$ cat src/aml_sleep_type_scanner_top_defines.svh
// Assertion macros for the sleep type scanner.
`ifndef AML_SLEEP_TYPE_SCANNER_TOP_DEFINES_SVH
`define AML_SLEEP_TYPE_SCANNER_TOP_DEFINES_SVH

// Same-cycle implication, checked on every rising clock edge outside reset.
`define AML_SST_ASSERT_NOW(label, ante, cons, msg) \
   label: assert property (@(posedge clock) disable iff (reset) (ante) |-> (cons)) \
      else $error(msg);

// Next-cycle implication, checked on every rising clock edge outside reset.
`define AML_SST_ASSERT_NEXT(label, ante, cons, msg) \
   label: assert property (@(posedge clock) disable iff (reset) (ante) |=> (cons)) \
      else $error(msg);

`endif

$ cat src/aml_sst_pkg.sv
// Package with the types and constants of the sleep type scanner.
`default_nettype none

package aml_sst_pkg;

   localparam int unsigned BYTE_WIDTH = 8;
   localparam int unsigned TYPE_WIDTH = 3;
   localparam int unsigned SIG_WIDTH  = 32;

   localparam logic [SIG_WIDTH-1:0] SIGNATURE_RESET = 32'h5F35_535F;

   localparam logic [BYTE_WIDTH-1:0] NAME_OP     = 8'h08;
   localparam logic [BYTE_WIDTH-1:0] ROOT_PREFIX = 8'h5C;
   localparam logic [BYTE_WIDTH-1:0] PACKAGE_OP  = 8'h12;
   localparam logic [BYTE_WIDTH-1:0] BYTE_PREFIX = 8'h0A;

   typedef logic [BYTE_WIDTH-1:0] byte_type;
   typedef logic [TYPE_WIDTH-1:0] sleep_type_type;
   typedef logic [SIG_WIDTH-1:0]  signature_type;

   typedef enum logic [1:0] {
      STATUS_NOT_FOUND = 2'd0,
      STATUS_FOUND     = 2'd1,
      STATUS_CUT_SHORT = 2'd2
   } scan_status_type;

endpackage

`default_nettype wire

$ cat src/aml_sst_if.sv
// Channel interfaces of the sleep type scanner: byte requests, results, register writes.
`default_nettype none

interface aml_sst_req_if import aml_sst_pkg::*; ();
   logic     valid;
   logic     ready;
   byte_type aml_byte;
   logic     last_byte;

   modport source (output valid, output aml_byte, output last_byte, input ready);
   modport sink   (input valid, input aml_byte, input last_byte, output ready);
endinterface

interface aml_sst_rsp_if import aml_sst_pkg::*; ();
   logic            valid;
   logic            ready;
   scan_status_type scan_status;
   sleep_type_type  sleep_type_a;
   sleep_type_type  sleep_type_b;

   modport source (output valid, output scan_status, output sleep_type_a,
                   output sleep_type_b, input ready);
   modport sink   (input valid, input scan_status, input sleep_type_a,
                   input sleep_type_b, output ready);
endinterface

interface aml_sst_csr_if import aml_sst_pkg::*; ();
   logic          valid;
   logic          ready;
   signature_type name_signature;

   modport source (output valid, output name_signature, input ready);
   modport sink   (input valid, input name_signature, output ready);
endinterface

`default_nettype wire

$ cat src/aml_sleep_type_scanner_top.sv
// Sleep type scanner: finds a named package in a table byte stream and reports its two values.
//
// The scanner takes one table byte per clock cycle, with no gaps, as long as results are
// taken. Each byte goes through an input register, then through one pass of the window
// compare and phase logic, and a result lands in the output register: a result is presented
// once its byte has passed the input register, or later while an earlier result still
// waits to be taken. One result is given per table, either on the byte that completes the
// second package value or on the byte marked last. Register writes are taken at any time,
// but belong between transactions: a byte still waiting in the input register is compared
// with the new name.
`default_nettype none

`include "aml_sleep_type_scanner_top_defines.svh"

module aml_sleep_type_scanner_top import aml_sst_pkg::*; (
   input  wire logic      clock,
   input  wire logic      reset,
   aml_sst_req_if.sink    req_chan,
   aml_sst_rsp_if.source  rsp_chan,
   aml_sst_csr_if.sink    csr_chan
);

   typedef enum logic [2:0] {
      PH_SEARCH,
      PH_LEAD,
      PH_SKIP,
      PH_A,
      PH_A_VAL,
      PH_B,
      PH_B_VAL,
      PH_DONE
   } phase_type;

   signature_type   sig_ff;
   logic            in_vld_ff;
   byte_type        in_byte_ff;
   logic            in_last_ff;
   logic [47:0]     window_ff,  window_in;
   phase_type       phase_ff,   phase_in;
   logic [2:0]      skip_ff,    skip_in;
   sleep_type_type  first_ff,   first_in;
   logic            rsp_vld_ff, rsp_vld_in;
   scan_status_type status_ff,  status_in;
   sleep_type_type  type_a_ff,  type_a_in;
   sleep_type_type  type_b_ff,  type_b_in;

   logic advance;
   logic consume;
   logic emit;
   logic name_hit;
   logic header_hit;

   assign advance = !rsp_vld_ff || rsp_chan.ready;
   assign consume = in_vld_ff && advance;

   assign req_chan.ready = !in_vld_ff || advance;
   assign csr_chan.ready = 1'b1;

   assign rsp_chan.valid        = rsp_vld_ff;
   assign rsp_chan.scan_status  = status_ff;
   assign rsp_chan.sleep_type_a = type_a_ff;
   assign rsp_chan.sleep_type_b = type_b_ff;

   // The window holds the newest byte in its low bits, so the name reads byte-reversed.
   assign name_hit = (window_ff[31:24] == sig_ff[7:0])   &&
                     (window_ff[23:16] == sig_ff[15:8])  &&
                     (window_ff[15:8]  == sig_ff[23:16]) &&
                     (window_ff[7:0]   == sig_ff[31:24]);

   assign header_hit = name_hit &&
      ((window_ff[39:32] == NAME_OP && window_ff[31:24] != ROOT_PREFIX) ||
       (window_ff[47:40] == NAME_OP && window_ff[39:32] == ROOT_PREFIX));

   always_comb begin
      phase_in  = phase_ff;
      skip_in   = skip_ff;
      first_in  = first_ff;
      window_in = {window_ff[39:0], in_byte_ff};
      emit      = 1'b0;
      status_in = STATUS_FOUND;
      type_a_in = first_ff;
      type_b_in = in_byte_ff[TYPE_WIDTH-1:0];

      unique case (phase_ff)
         PH_SEARCH: begin
            if (in_byte_ff == PACKAGE_OP && header_hit) begin
               phase_in = PH_LEAD;
            end
         end
         PH_LEAD: begin
            skip_in  = {1'b0, in_byte_ff[7:6]} + 3'd1;
            phase_in = PH_SKIP;
         end
         PH_SKIP: begin
            skip_in = skip_ff - 3'd1;
            if (skip_in == 3'd0) begin
               phase_in = PH_A;
            end
         end
         PH_A: begin
            if (in_byte_ff == BYTE_PREFIX) begin
               phase_in = PH_A_VAL;
            end else begin
               first_in = in_byte_ff[TYPE_WIDTH-1:0];
               phase_in = PH_B;
            end
         end
         PH_A_VAL: begin
            first_in = in_byte_ff[TYPE_WIDTH-1:0];
            phase_in = PH_B;
         end
         PH_B, PH_B_VAL: begin
            if (phase_ff == PH_B && in_byte_ff == BYTE_PREFIX) begin
               phase_in = PH_B_VAL;
            end else begin
               emit     = 1'b1;
               phase_in = PH_DONE;
            end
         end
         PH_DONE: begin
         end
         default: begin
         end
      endcase

      // The last byte of a table closes the scan and returns all scan state to reset.
      if (in_last_ff) begin
         if (!emit && phase_in != PH_DONE) begin
            emit      = 1'b1;
            status_in = (phase_in == PH_SEARCH) ? STATUS_NOT_FOUND : STATUS_CUT_SHORT;
            type_a_in = '0;
            type_b_in = '0;
         end
         phase_in  = PH_SEARCH;
         skip_in   = '0;
         first_in  = '0;
         window_in = '0;
      end

      rsp_vld_in = (consume && emit) || (rsp_vld_ff && !rsp_chan.ready);
   end

   always_ff @(posedge clock) begin
      if (reset) begin
         sig_ff     <= SIGNATURE_RESET;
         in_vld_ff  <= 1'b0;
         window_ff  <= '0;
         phase_ff   <= PH_SEARCH;
         skip_ff    <= '0;
         first_ff   <= '0;
         rsp_vld_ff <= 1'b0;
      end else begin
         if (csr_chan.valid) begin
            sig_ff <= csr_chan.name_signature;
         end
         if (req_chan.ready) begin
            in_vld_ff  <= req_chan.valid;
            in_byte_ff <= req_chan.aml_byte;
            in_last_ff <= req_chan.last_byte;
         end
         if (consume) begin
            window_ff <= window_in;
            phase_ff  <= phase_in;
            skip_ff   <= skip_in;
            first_ff  <= first_in;
         end
         rsp_vld_ff <= rsp_vld_in;
         if (consume && emit) begin
            status_ff <= status_in;
            type_a_ff <= type_a_in;
            type_b_ff <= type_b_in;
         end
      end
   end

   `AML_SST_ASSERT_NOW(a_types_zero_unless_found,
      rsp_chan.valid && rsp_chan.scan_status != STATUS_FOUND,
      rsp_chan.sleep_type_a == '0 && rsp_chan.sleep_type_b == '0,
      "Sleep types are nonzero in a result that is not found.")
   `AML_SST_ASSERT_NOW(a_done_is_silent,
      consume && phase_ff == PH_DONE && !in_last_ff, !emit,
      "A result was produced after the table's result was already given.")
   `AML_SST_ASSERT_NEXT(a_last_clears_scan,
      consume && in_last_ff, phase_ff == PH_SEARCH && window_ff == '0 && skip_ff == '0,
      "Scan state did not return to reset after the last byte of a table.")
   `AML_SST_ASSERT_NOW(a_stall_only_when_full,
      !req_chan.ready, in_vld_ff && rsp_vld_ff,
      "Byte requests were stalled with a free register stage.")

endmodule

`default_nettype wire

$ cat src/flat_wrapper.sv
// flat-port wrapper written by rule: the top's interface ports become plain ports
module aml_sleep_type_scanner_top_flat import aml_sst_pkg::*;
  (clock, reset, req_chan_valid, req_chan_aml_byte, req_chan_last_byte, req_chan_ready, rsp_chan_valid, rsp_chan_scan_status, rsp_chan_sleep_type_a, rsp_chan_sleep_type_b, rsp_chan_ready, csr_chan_valid, csr_chan_name_signature, csr_chan_ready);
  aml_sst_req_if req_chan_i ();
  aml_sst_rsp_if rsp_chan_i ();
  aml_sst_csr_if csr_chan_i ();
  input  wire logic clock;
  input  wire logic reset;
  input wire logic [$bits(req_chan_i.valid)-1:0] req_chan_valid;
  input wire logic [$bits(req_chan_i.aml_byte)-1:0] req_chan_aml_byte;
  input wire logic [$bits(req_chan_i.last_byte)-1:0] req_chan_last_byte;
  output wire logic [$bits(req_chan_i.ready)-1:0] req_chan_ready;
  output wire logic [$bits(rsp_chan_i.valid)-1:0] rsp_chan_valid;
  output wire logic [$bits(rsp_chan_i.scan_status)-1:0] rsp_chan_scan_status;
  output wire logic [$bits(rsp_chan_i.sleep_type_a)-1:0] rsp_chan_sleep_type_a;
  output wire logic [$bits(rsp_chan_i.sleep_type_b)-1:0] rsp_chan_sleep_type_b;
  input wire logic [$bits(rsp_chan_i.ready)-1:0] rsp_chan_ready;
  input wire logic [$bits(csr_chan_i.valid)-1:0] csr_chan_valid;
  input wire logic [$bits(csr_chan_i.name_signature)-1:0] csr_chan_name_signature;
  output wire logic [$bits(csr_chan_i.ready)-1:0] csr_chan_ready;
  assign req_chan_i.valid = req_chan_valid;
  assign req_chan_i.aml_byte = req_chan_aml_byte;
  assign req_chan_i.last_byte = req_chan_last_byte;
  assign req_chan_ready = req_chan_i.ready;
  assign rsp_chan_valid = rsp_chan_i.valid;
  assign rsp_chan_scan_status = rsp_chan_i.scan_status;
  assign rsp_chan_sleep_type_a = rsp_chan_i.sleep_type_a;
  assign rsp_chan_sleep_type_b = rsp_chan_i.sleep_type_b;
  assign rsp_chan_i.ready = rsp_chan_ready;
  assign csr_chan_i.valid = csr_chan_valid;
  assign csr_chan_i.name_signature = csr_chan_name_signature;
  assign csr_chan_ready = csr_chan_i.ready;
  aml_sleep_type_scanner_top u_core (.clock(clock), .reset(reset), .req_chan(req_chan_i), .rsp_chan(rsp_chan_i), .csr_chan(csr_chan_i));
endmodule
$ cat config.mk
export PLATFORM = sky130hd
export DESIGN_NAME = aml_sleep_type_scanner_top_flat
export DESIGN_NICKNAME = d
export VERILOG_FILES = /design/src/aml_sst_pkg.sv /design/src/aml_sst_if.sv /design/src/aml_sleep_type_scanner_top.sv /design/src/flat_wrapper.sv
export VERILOG_INCLUDE_DIRS = /design/src /design/src/src
export SDC_FILE = /design/constraint.sdc
export NUM_CORES = 1
export LEC_CHECK = 0
export BUFFER_PORTS_ARGS = -buffer_cell sky130_fd_sc_hd__buf_4
export CAP_MARGIN = 20
export CORE_UTILIZATION = 40
export DETAILED_ROUTE_END_ITERATION = 16
export PLACE_DENSITY = 0.55
export SETUP_SLACK_MARGIN = 0.02
export SLEW_MARGIN = 20
export SYNTH_ARGS = -nofsm -noshare
export SYNTH_HDL_FRONTEND = slang
export SYNTH_SLANG_ARGS = --single-unit
$ cat constraint.sdc
create_clock -name clock -period 2.7 [get_ports clock]
set_input_delay 0.135 -clock clock [delete_from_list [all_inputs] [get_ports clock]]
set_output_delay 0.135 -clock clock [all_outputs]
set_load 0.02 [all_outputs]
# ---- Yosys cells after proc, flatten, opt, wreduce, memory -nomap -nowiden
# Index checks and enable logic that the tools add are counted.
dict set report totals {
  register_bits 108
  inputBits 46
  output_inout_bits 11
  wordCells 85
}
dict set report op_classes {
  addsub 2
  eq_ne 18
  n_mux 21
  bitwise 1
  reduce_logical 31
}
# op n
set op_table {}
lappend op_table {{2-to-1 mux 48 bit} 1}
lappend op_table {{== test 8 bit} 4}
lappend op_table {{2-to-1 mux 3 bit} 10}
lappend op_table {{== test 8 x 4 -> 1 bit (second input constant)} 3}
lappend op_table {{case mux 3 bit (6 select lines)} 1}
lappend op_table {{logical AND 1 bit} 12}
lappend op_table {{case mux 3 bit (2 select lines)} 2}
lappend op_table {{== test 3 bit (second input constant)} 3}
lappend op_table {{zero test 3 bit} 3}
lappend op_table {{== test 8 x 5 -> 1 bit (second input constant)} 1}
lappend op_table {{== test 8 x 7 -> 1 bit (second input constant)} 1}
lappend op_table {{!= test 8 x 7 -> 1 bit (second input constant)} 1}
lappend op_table {{AND reduction 2 bit} 4}
lappend op_table {{== test 3 x 2 -> 1 bit (second input constant)} 2}
lappend op_table {{2-to-1 mux 1 bit} 6}
lappend op_table {{nonzero test 3 bit} 2}
lappend op_table {{zero test 1 bit} 4}
lappend op_table {{logical OR 1 bit} 4}
lappend op_table {{adder 2 x 1 -> 3 bit (second input constant)} 1}
lappend op_table {{== test 3 x 1 -> 1 bit (second input constant)} 1}
lappend op_table {{!= test 3 x 2 -> 1 bit (second input constant)} 1}
lappend op_table {{!= test 3 bit (second input constant)} 1}
lappend op_table {{AND reduction 3 bit} 1}
lappend op_table {{subtractor 3 x 1 -> 3 bit (second input constant)} 1}
lappend op_table {{other kinds (3)} 3}

# ---- Longest topological paths before layout
# Gate-level depths: netlist (run 1).
dict set report depth {
  depth_word 14
  depth_mapped 8
  depth_no_buf 8
}

# ---- Worst setup path after synthesis (run 1)
# No wires, ideal clock.
dict set report synth_timing {
  kind {reg-to-reg}
  startpoint {reg u_core.phase_ff[0]}
  endpoint {reg u_core.status_ff[0], in the netlist u_core.rsp_chan.scan_status[0] (enable)}
  setup_ps 332
  t_arrival_ps 2044
  required_time_ps 2368
  slack_ps 325
  stages_incl_launch_ff 9
  n_path_buf 0
  synth_period_minus_slack_ps 2375
  path_cell_list {dfxtp_1 -> inv_1 -> ha_1 -> nor2_1 -> and3b_4 -> mux2i_1 -> o31ai_1 -> a31oi_1 -> and2_1}
}
dict set report synth_via {
  elab_chain_len 10
  elab_cells_between_ends 22
  cone_classes {eq/ne: 7; mux: 8; reduce/logical: 7}
}
# element line
set synth_lines {}
lappend synth_lines {{start, declared} aml_sleep_type_scanner_top.sv:39} ;# phase_type phase_ff, phase_in;
lappend synth_lines {{start signal, assigned} aml_sleep_type_scanner_top.sv:163} ;# phase_ff <= phase_in;
lappend synth_lines {{== test 3 bit} {aml_sleep_type_scanner_top.sv:84, aml_sleep_type_scanner_top.sv:113}}
lappend synth_lines {{logical AND 1 bit} aml_sleep_type_scanner_top.sv:113} ;# if (phase_ff == PH_B && in_byte_ff == BYTE_PREFIX) begin
lappend synth_lines {{2-to-1 mux 1 bit} aml_sleep_type_scanner_top.sv:113}
lappend synth_lines {{case mux 3 bit (6 select lines) / 2-to-1 mux 1 bit (equally long branches)} aml_sleep_type_scanner_top.sv:84} ;# unique case (phase_ff)
lappend synth_lines {{!= test 3 bit / zero test 1 bit (equally long branches)} aml_sleep_type_scanner_top.sv:128} ;# if (!emit && phase_in != PH_DONE) begin
lappend synth_lines {{logical AND 1 bit} aml_sleep_type_scanner_top.sv:128}
lappend synth_lines {{2-to-1 mux 1 bit} aml_sleep_type_scanner_top.sv:128}
lappend synth_lines {{2-to-1 mux 1 bit *} aml_sleep_type_scanner_top.sv:127} ;# if (in_last_ff) begin
lappend synth_lines {{logical AND 1 bit *} aml_sleep_type_scanner_top.sv:168} ;# if (consume && emit) begin
lappend synth_lines {{AND reduction 2 bit (no line) *} --}
lappend synth_lines {{end signal, assigned} aml_sleep_type_scanner_top.sv:169} ;# status_ff <= status_in;
lappend synth_lines {{end, declared} aml_sleep_type_scanner_top.sv:43} ;# scan_status_type status_ff, status_in;
# Every way passes the cells marked *; elsewhere a longest branch is shown, timed or not.
# A chain may end at the register's enable or synchronous reset.

# ---- Final worst setup path (run 1)
dict set report layout_timing {
  startpoint {reg u_core.phase_ff[1]}
  endpoint {reg u_core.type_a_ff[0], in the netlist u_core.rsp_chan.sleep_type_a[0] (enable)}
}
dict set report layout_via {
  elab_chain_len 10
  elab_cells_between_ends 22
  cone_classes {eq/ne: 7; mux: 8; reduce/logical: 7}
}
# element line
set layout_lines {}
lappend layout_lines {{== test 3 bit} {aml_sleep_type_scanner_top.sv:84, aml_sleep_type_scanner_top.sv:113}}
lappend layout_lines {{logical AND 1 bit} aml_sleep_type_scanner_top.sv:113}
lappend layout_lines {{2-to-1 mux 1 bit} aml_sleep_type_scanner_top.sv:113}
lappend layout_lines {{case mux 3 bit (6 select lines) / 2-to-1 mux 1 bit (equally long branches)} aml_sleep_type_scanner_top.sv:84}
lappend layout_lines {{!= test 3 bit / zero test 1 bit (equally long branches)} aml_sleep_type_scanner_top.sv:128}
lappend layout_lines {{logical AND 1 bit} aml_sleep_type_scanner_top.sv:128}
lappend layout_lines {{2-to-1 mux 1 bit} aml_sleep_type_scanner_top.sv:128}
lappend layout_lines {{2-to-1 mux 1 bit *} aml_sleep_type_scanner_top.sv:127}
lappend layout_lines {{logical AND 1 bit *} aml_sleep_type_scanner_top.sv:168}
lappend layout_lines {{AND reduction 2 bit (no line) *} --}
lappend layout_lines {{end signal, assigned} aml_sleep_type_scanner_top.sv:170} ;# type_a_ff <= type_a_in;
lappend layout_lines {{end, declared} aml_sleep_type_scanner_top.sv:44} ;# sleep_type_type type_a_ff, type_a_in;
# Marks and branches as above.

==> results of run 1 <==
## state kept, by name, indices dropped and copies added, names as in the netlist
| signal | cells |
|---|---|
| u_core.rsp_chan.sleep_type_b | 3 |
| u_core.rsp_chan.scan_status | 2 |
| u_core.rsp_chan.valid | 1 |
| u_core.skip_ff | 3 |
| u_core.rsp_chan.sleep_type_a | 3 |
| u_core.in_byte_ff | 8 |
| u_core.first_ff | 3 |
| u_core.phase_ff | 3 |
| u_core.sig_ff | 32 |
| u_core.window_ff | 48 |
| u_core.in_last_ff | 1 |
| u_core.in_vld_ff | 1 |
## stage by stage
step	hold WS, ns	worst slack [ns]	total power, mW	util, %	std cells
5_1_grt	0.0210	0.107	3.49	50.3	732
4_1_cts	0.00311	0.175	3.39	50.3	732
3_5_place_dp	0.315	0.196	2.06	45.4	687
6_report	0.0132	0.261	3.35	50.3	732
2_1_floorplan	0.234	0.325	1.94	-	507
3_3_place_gp	0.313	0.205	2.06	45.4	687
## logic make-up after synthesis
group,after synthesis,share of synthesized area (%)
mux,19,3.87
buf+inv,44,3.84
simple gates,200,23.1
compound gates,94,13.7
other cells,1,0.0763
flops,108,47.4
fa+ha+maj,8,2.04
xor+xnor,33,5.88
## cell usage in the layout (no fill, tap or decap), types with 17 or more instances in the layout
cell type	instances
nor3b_1	43
edfxtp_1	17
nand4_1	17
mux2i_1	19
nor2b_1	23
xnor2_1	33
a211o_1	20
nor2_1	78
dfxtp_1	91
buf_4	67
a21oi_1	53
dlygate4sd3_1	30
## report_power, final
group / switching, mW / internal (mW) / total, mW
clock: 0.585 / 0.707 / 1.29
sequential: 0.0398 / 1.68 / 1.72
combinational: 0.168 / 0.162 / 0.330
total: 0.793 / 2.55 / 3.35
## metal layers
metal,up-vias,part of all wire [%]
met1,1766,50
met5,-,0
met4,0,1.7
met3,16,3.4
met2,68,45
li1,1934,-
## repair_timing
action | CTS | global route
hold buffers | 30 | 0
resized for setup | 0 | 1
endpoints found under the hold margin | 30 | 0
setup endpoints to repair | 0 | 8
## area by class of cell
cell class	instances	area (um^2)	share of cell area, %
tap	147	184	3.04
clock inverter	2	15.0	0.248
multi-input combinational	355	2400	39.7
timing repair buffer	97	803	13.3
inverter	10	37.5	0.621
clock buffer	13	272	4.49
sequential	108	2330	38.6
## worst min-delay path: cells and delay by family
kind / cells / cell delay (ns)
AND/OR/NAND/NOR: 1 / 0.07
buffers and inverters: 1 / 0.07
multiplexers: 1 / 0.05
## path summary, 6_finish.rpt
check                                    endpoint                   startpoint  slack, ns
hold / removal                  u_core.sig_ff[22]  csr_chan_name_signature[22]       0.01
hold reg to reg                u_core.first_ff[2]           u_core.first_ff[2]       0.49
setup / recovery  u_core.rsp_chan.sleep_type_a[0]           u_core.phase_ff[1]       0.26
setup reg to reg  u_core.rsp_chan.sleep_type_a[0]           u_core.phase_ff[1]       0.26
==> impl_metrics.env, run 1 <==
export IMPL_drc=0
export IMPL_synth_seq_cells=108
export IMPL_grt_first_pass_wirelength_um=19000
export IMPL_post_route_period_util_pct=90.3
export IMPL_ys_flop_type="dfxtp_1"
export IMPL_setup_violations=0
export IMPL_die_w_um=113
export IMPL_viasPerCell=5.17
export IMPL_cts_sinks=108
export IMPL_crit_slowest_cell="dfxtp_1"
export IMPL_met3_usage_pct=5.03
export IMPL_fmax_mhz=410
export IMPL_yosysMostFrequentCell="dfxtp_1"
export IMPL_maxCapViolations=0
export IMPL_drive_gt1_share_pct=16.1
export IMPL_hold_viol_final=0
export IMPL_maxSlewViolCount=0
export IMPL_finalCriticalPeriod_ns=2.44
export IMPL_finalWeightedCongestion=0.826
export IMPL_ant_nets=0
export IMPL_synth_warnings=0
export IMPL_p_leak_nw=2.19
export IMPL_yosysTopAreaCell="dfxtp_1"
export IMPL_n_antenna_cell=0
export IMPL_critPathMaxStageDelay_ns=0.41
export IMPL_finClkSkew_ns=0.00782
export IMPL_placed_area_mm2=0.00545
export IMPL_max_slew_worst_pin_slew_ns=0.613
export IMPL_cp_depth=8
export IMPL_synth_area_leaders="dfxtp_1, edfxtp_1, nor3b_1"
export IMPL_initial_utilization_pct=40.9
export IMPL_worst_ep_required_time_ns=2.75
export IMPL_crit_buf_inv=1
export IMPL_avgSynthCellArea_um2=9.70
export IMPL_clk_latency_ns=0.35
export IMPL_tns_ns=0
export IMPL_core_area_mm2=0.0120
export IMPL_port_buffers=55
export IMPL_cts_clk_slew_worst_paths_ns=0.07
export IMPL_path_cells="inv_1 > ha_1 > nor2_1 > and3b_4 > a41oi_1 > a311o_1 > a31oi_1 > and2_2"
export IMPL_r2r_cells=8
export IMPL_syn2layout_area_growth_pct=22.9
export IMPL_cts_inserted_buffers=9
export IMPL_fp_row_count=40
export IMPL_rsz0062_at_grt="no"
export IMPL_ir_drop_mv=0.352
export IMPL_p_per_area_mw_per_mm2=554
export IMPL_hold_depth=3
export IMPL_crit_family="simple AND/OR/NAND/NOR gates"
export IMPL_crit_type="reg -> reg"
export IMPL_cts_setup_buffers=0
export IMPL_gr_usage_met2_pct=31.6
export IMPL_h_tree_depth=3
export IMPL_ioPinCount=57
export IMPL_nets=635
export IMPL_async_flop_share_pct=0
export IMPL_antenna_found_initial=0
export IMPL_ys_types=50
export IMPL_die_area_mm2=0.0127
export IMPL_groute_usage_overall_pct=19.5
export IMPL_maxSlewHeadroom_pct=59.2
export IMPL_cts_root_buffer="clkbuf_16"
export IMPL_gr_max_usage_layer="met2"
export IMPL_grt_ovfl_total=0
export IMPL_first_pass_iters=5
export IMPL_grt_max_degree=58
export IMPL_clockBufferDepth=2
export IMPL_synth_common_cells="dfxtp_1, nor2_1, a21oi_1"
export IMPL_worstHoldPathType="in -> reg"
export IMPL_synth_edff_count=17
export IMPL_cp_data_arrival_time_ns=2.49
export IMPL_wirelength_um=11800
export IMPL_cts_tree="built"
export IMPL_crit_fanout=8
export IMPL_fin_area_mm2=0.00604
export IMPL_startpoint_type="flop"
export IMPL_synthCells=507
export IMPL_drt_iter0_drc=202
export IMPL_hpwl_um=8230
export IMPL_cp_end_kind="flop"
export IMPL_fillers=1149
export IMPL_die_y_um=113
export IMPL_status="completed"
export IMPL_grtUsageMet1_pct=25.3
export IMPL_synth_nets=561
export IMPL_synth_top_cell_area_share_pct=37.1
export IMPL_synth_area_mm2=0.00492
export IMPL_ys_seq_area_share_pct=47.4
export IMPL_wire_per_inst_um=16.1
export IMPL_grt_pass1_vias=3707
export IMPL_vias=3784
(Power assumes the default switching activity.)
==> run 2: changes to the inputs <==
==> constraint.sdc (replaced) <==
create_clock -name clock -period 2.7 [get_ports clock]
set_input_delay 0.675 -clock clock [delete_from_list [all_inputs] [get_ports clock]]
set_output_delay 0.675 -clock clock [all_outputs]
set_load 0.02 [all_outputs]
==> impl_metrics.env, run 2 (synthesis results as in run 1) <==
export IMPL_setup_violations=0
export IMPL_min_to="u_core.first_ff[0]"
export IMPL_antenna_found_initial=0
export IMPL_worst_ep_required_time_ns=2.74
export IMPL_grt_ovfl_total=0
export IMPL_pwr_share_comb_pct=8.5
export IMPL_fmax_mhz=405
export IMPL_grt_first_pass_wirelength_um=18200
export IMPL_top_register="u_core.window_ff"
export IMPL_clk_latency_ns=0.35
export IMPL_reg2reg_slack_ns=0.23
export IMPL_drive_gt1_share_pct=17.5
export IMPL_fp_row_count=40
export IMPL_die_area_mm2=0.0127
export IMPL_cts_inserted_buffers=9
export IMPL_hold_viol_final=0
export IMPL_grt_pass1_vias=3439
export IMPL_die_y_um=113
export IMPL_dp_cells=686
export IMPL_finClkSkew_ns=0.00840
export IMPL_tns_ns=0
export IMPL_ant_nets=0
export IMPL_wirelength_um=11200
export IMPL_vias=3689
export IMPL_post_route_period_util_pct=91.5
export IMPL_drc=0
export IMPL_ir_drop_mv=0.325
export IMPL_h_tree_depth=3
export IMPL_initial_utilization_pct=40.9
export IMPL_finalCriticalPeriod_ns=2.47
export IMPL_cp_data_arrival_time_ns=2.51
export IMPL_core_area_mm2=0.0120
export IMPL_cp_end_kind="flop"
export IMPL_switchingPower_uw=790
export IMPL_reg_top3="u_core.window_ff: 48 flops, u_core.sig_ff: 32 flops, u_core.in_byte_ff: 8 flops"
export IMPL_p_leak_nw=2.10
export IMPL_r2r_end="u_core.rsp_chan.sleep_type_b[1]"
export IMPL_crit_fanout=8
export IMPL_startpoint_type="flop"
export IMPL_viasPerCell=5.25
export IMPL_r2r_cells=8
export IMPL_swShare_pct=22.5
export IMPL_final_common_cell="dfxtp_1"
export IMPL_syn2layout_area_growth_pct=18.4
export IMPL_largest_reg_flops=48
export IMPL_port_buffers=55
export IMPL_worstHoldPathType="reg -> reg"
export IMPL_final_cells=702
export IMPL_startpoint="u_core.phase_ff[0]"
export IMPL_ioPinCount=57
export IMPL_ctsHoldBuffers=0
export IMPL_maxSlewViolCount=0
export IMPL_seqPwrFrac_pct=49.1
export IMPL_cts_clk_slew_worst_paths_ns=0.07
export IMPL_min_from="u_core.first_ff[0]"
export IMPL_first_pass_iters=4
export IMPL_die_w_um=113
export IMPL_status="completed"
export IMPL_max_slew_worst_pin_slew_ns=0.588
export IMPL_crit_type="reg -> reg"
export IMPL_cts_setup_buffers=0
export IMPL_hold_ws_ns=0.487
export IMPL_maxCapViolations=0
export IMPL_hpwl_um=7780
export IMPL_p_per_area_mw_per_mm2=603
export IMPL_rsz0062_at_grt="no"
export IMPL_drt_iter0_drc=203
export IMPL_maxSlewHeadroom_pct=60.4
export IMPL_clockPowerShare_pct=42.4
export IMPL_layout_common_cells="dfxtp_1, nor2_1, buf_4, a21oi_1, nor3b_1"
export IMPL_cts_tree="built"
export IMPL_groute_usage_overall_pct=18.6
export IMPL_wire_per_inst_um=16.0
export IMPL_n_antenna_cell=0
export IMPL_nets=604
export IMPL_r2r_start="u_core.phase_ff[0]"
export IMPL_clockBufferDepth=2
export IMPL_cts_root_buffer="clkbuf_16"
export IMPL_hold_depth=2
export IMPL_p_int_mw=2.72
export IMPL_cts_sinks=108
export IMPL_grt_max_degree=67
export IMPL_finalWeightedCongestion=0.935
run 2: changes by cell type in the layout (fill, tap and decap cells not counted), moves of 2 or more:
cell,previous run,this run
buf_4,67,64
buf_12,0,2
dlygate4sd3_1,30,0
bufinv_16,0,2
run 2: power by group through the flow:
| stage | combinational, mW | sequential [mW] | clock, mW |
|---|---|---|---|
| floorplan | 0.188 | 1.75 | 0 |
| global placement | 0.296 | 1.76 | 0 |
| detailed placement | 0.298 | 1.76 | 0 |
| CTS | 0.300 | 1.73 | 1.53 |
| global route | 0.328 | 1.73 | 1.59 |
| finish | 0.298 | 1.73 | 1.49 |
run 2: what timing repair did:
| item | CTS | global route |
|---|---|---|
| resized for setup | 1 | 2 |
| setup endpoints to repair | 8 | 15 |
| gates cloned | 0 | 0 |
run 2: final cells by class:
type | instances | area, um^2
Fill cell | 1182 | 6190
Multi-Input combinational cell | 355 | 2400
Sequential cell | 108 | 2330
Timing Repair Buffer | 66 | 520
Clock buffer | 12 | 268
Tap cell | 147 | 184
Clock inverter | 4 | 77.6
Inverter | 10 | 37.5
run 2: worst max-delay path: stages, from the launching register on:
cell and delay [ns]:
dfxtp_2 0.40, inv_1 0.11, ha_1 0.25, nor2_2 0.18, and3b_4 0.28, a41oi_1 0.09
a311o_1 0.33, a31oi_1 0.22, and2_2 0.30
run 2: worst max-delay path by stage:
stage	to	slack [ns]	depth (start not counted)
after floorplan	u_core.rsp_chan.scan_status[0]	0.32	8
final	u_core.rsp_chan.sleep_type_b[1]	0.23	8
after detailed placement	u_core.rsp_chan.sleep_type_b[0]	0.01	8
after global routing	u_core.rsp_chan.sleep_type_b[0]	0.12	9
after CTS	u_core.rsp_chan.scan_status[1]	0.11	9
after global placement	u_core.rsp_chan.sleep_type_b[2]	0.16	8
run 2: stage by stage:
stage | util (%) | area (um^2) | setup WS [ns] | total power, mW
3_5_place_dp | 45.6 | 5470 | 0.0130 | 2.06
4_1_cts | 48.4 | 5820 | 0.108 | 3.56
5_1_grt | 48.5 | 5820 | 0.119 | 3.65
3_3_place_gp | 45.6 | 5470 | 0.162 | 2.06
6_report | 48.5 | 5820 | 0.229 | 3.51
2_1_floorplan | - | 4920 | 0.325 | 1.94
run 2: metal layers:
layer	vias up	track usage, %	wire (um)
met5	-	0	0
met3	16	5.14	478
li1	1877	-	-
met1	1728	25.2	5440
met2	68	29.1	5120
met4	0	5.61	189
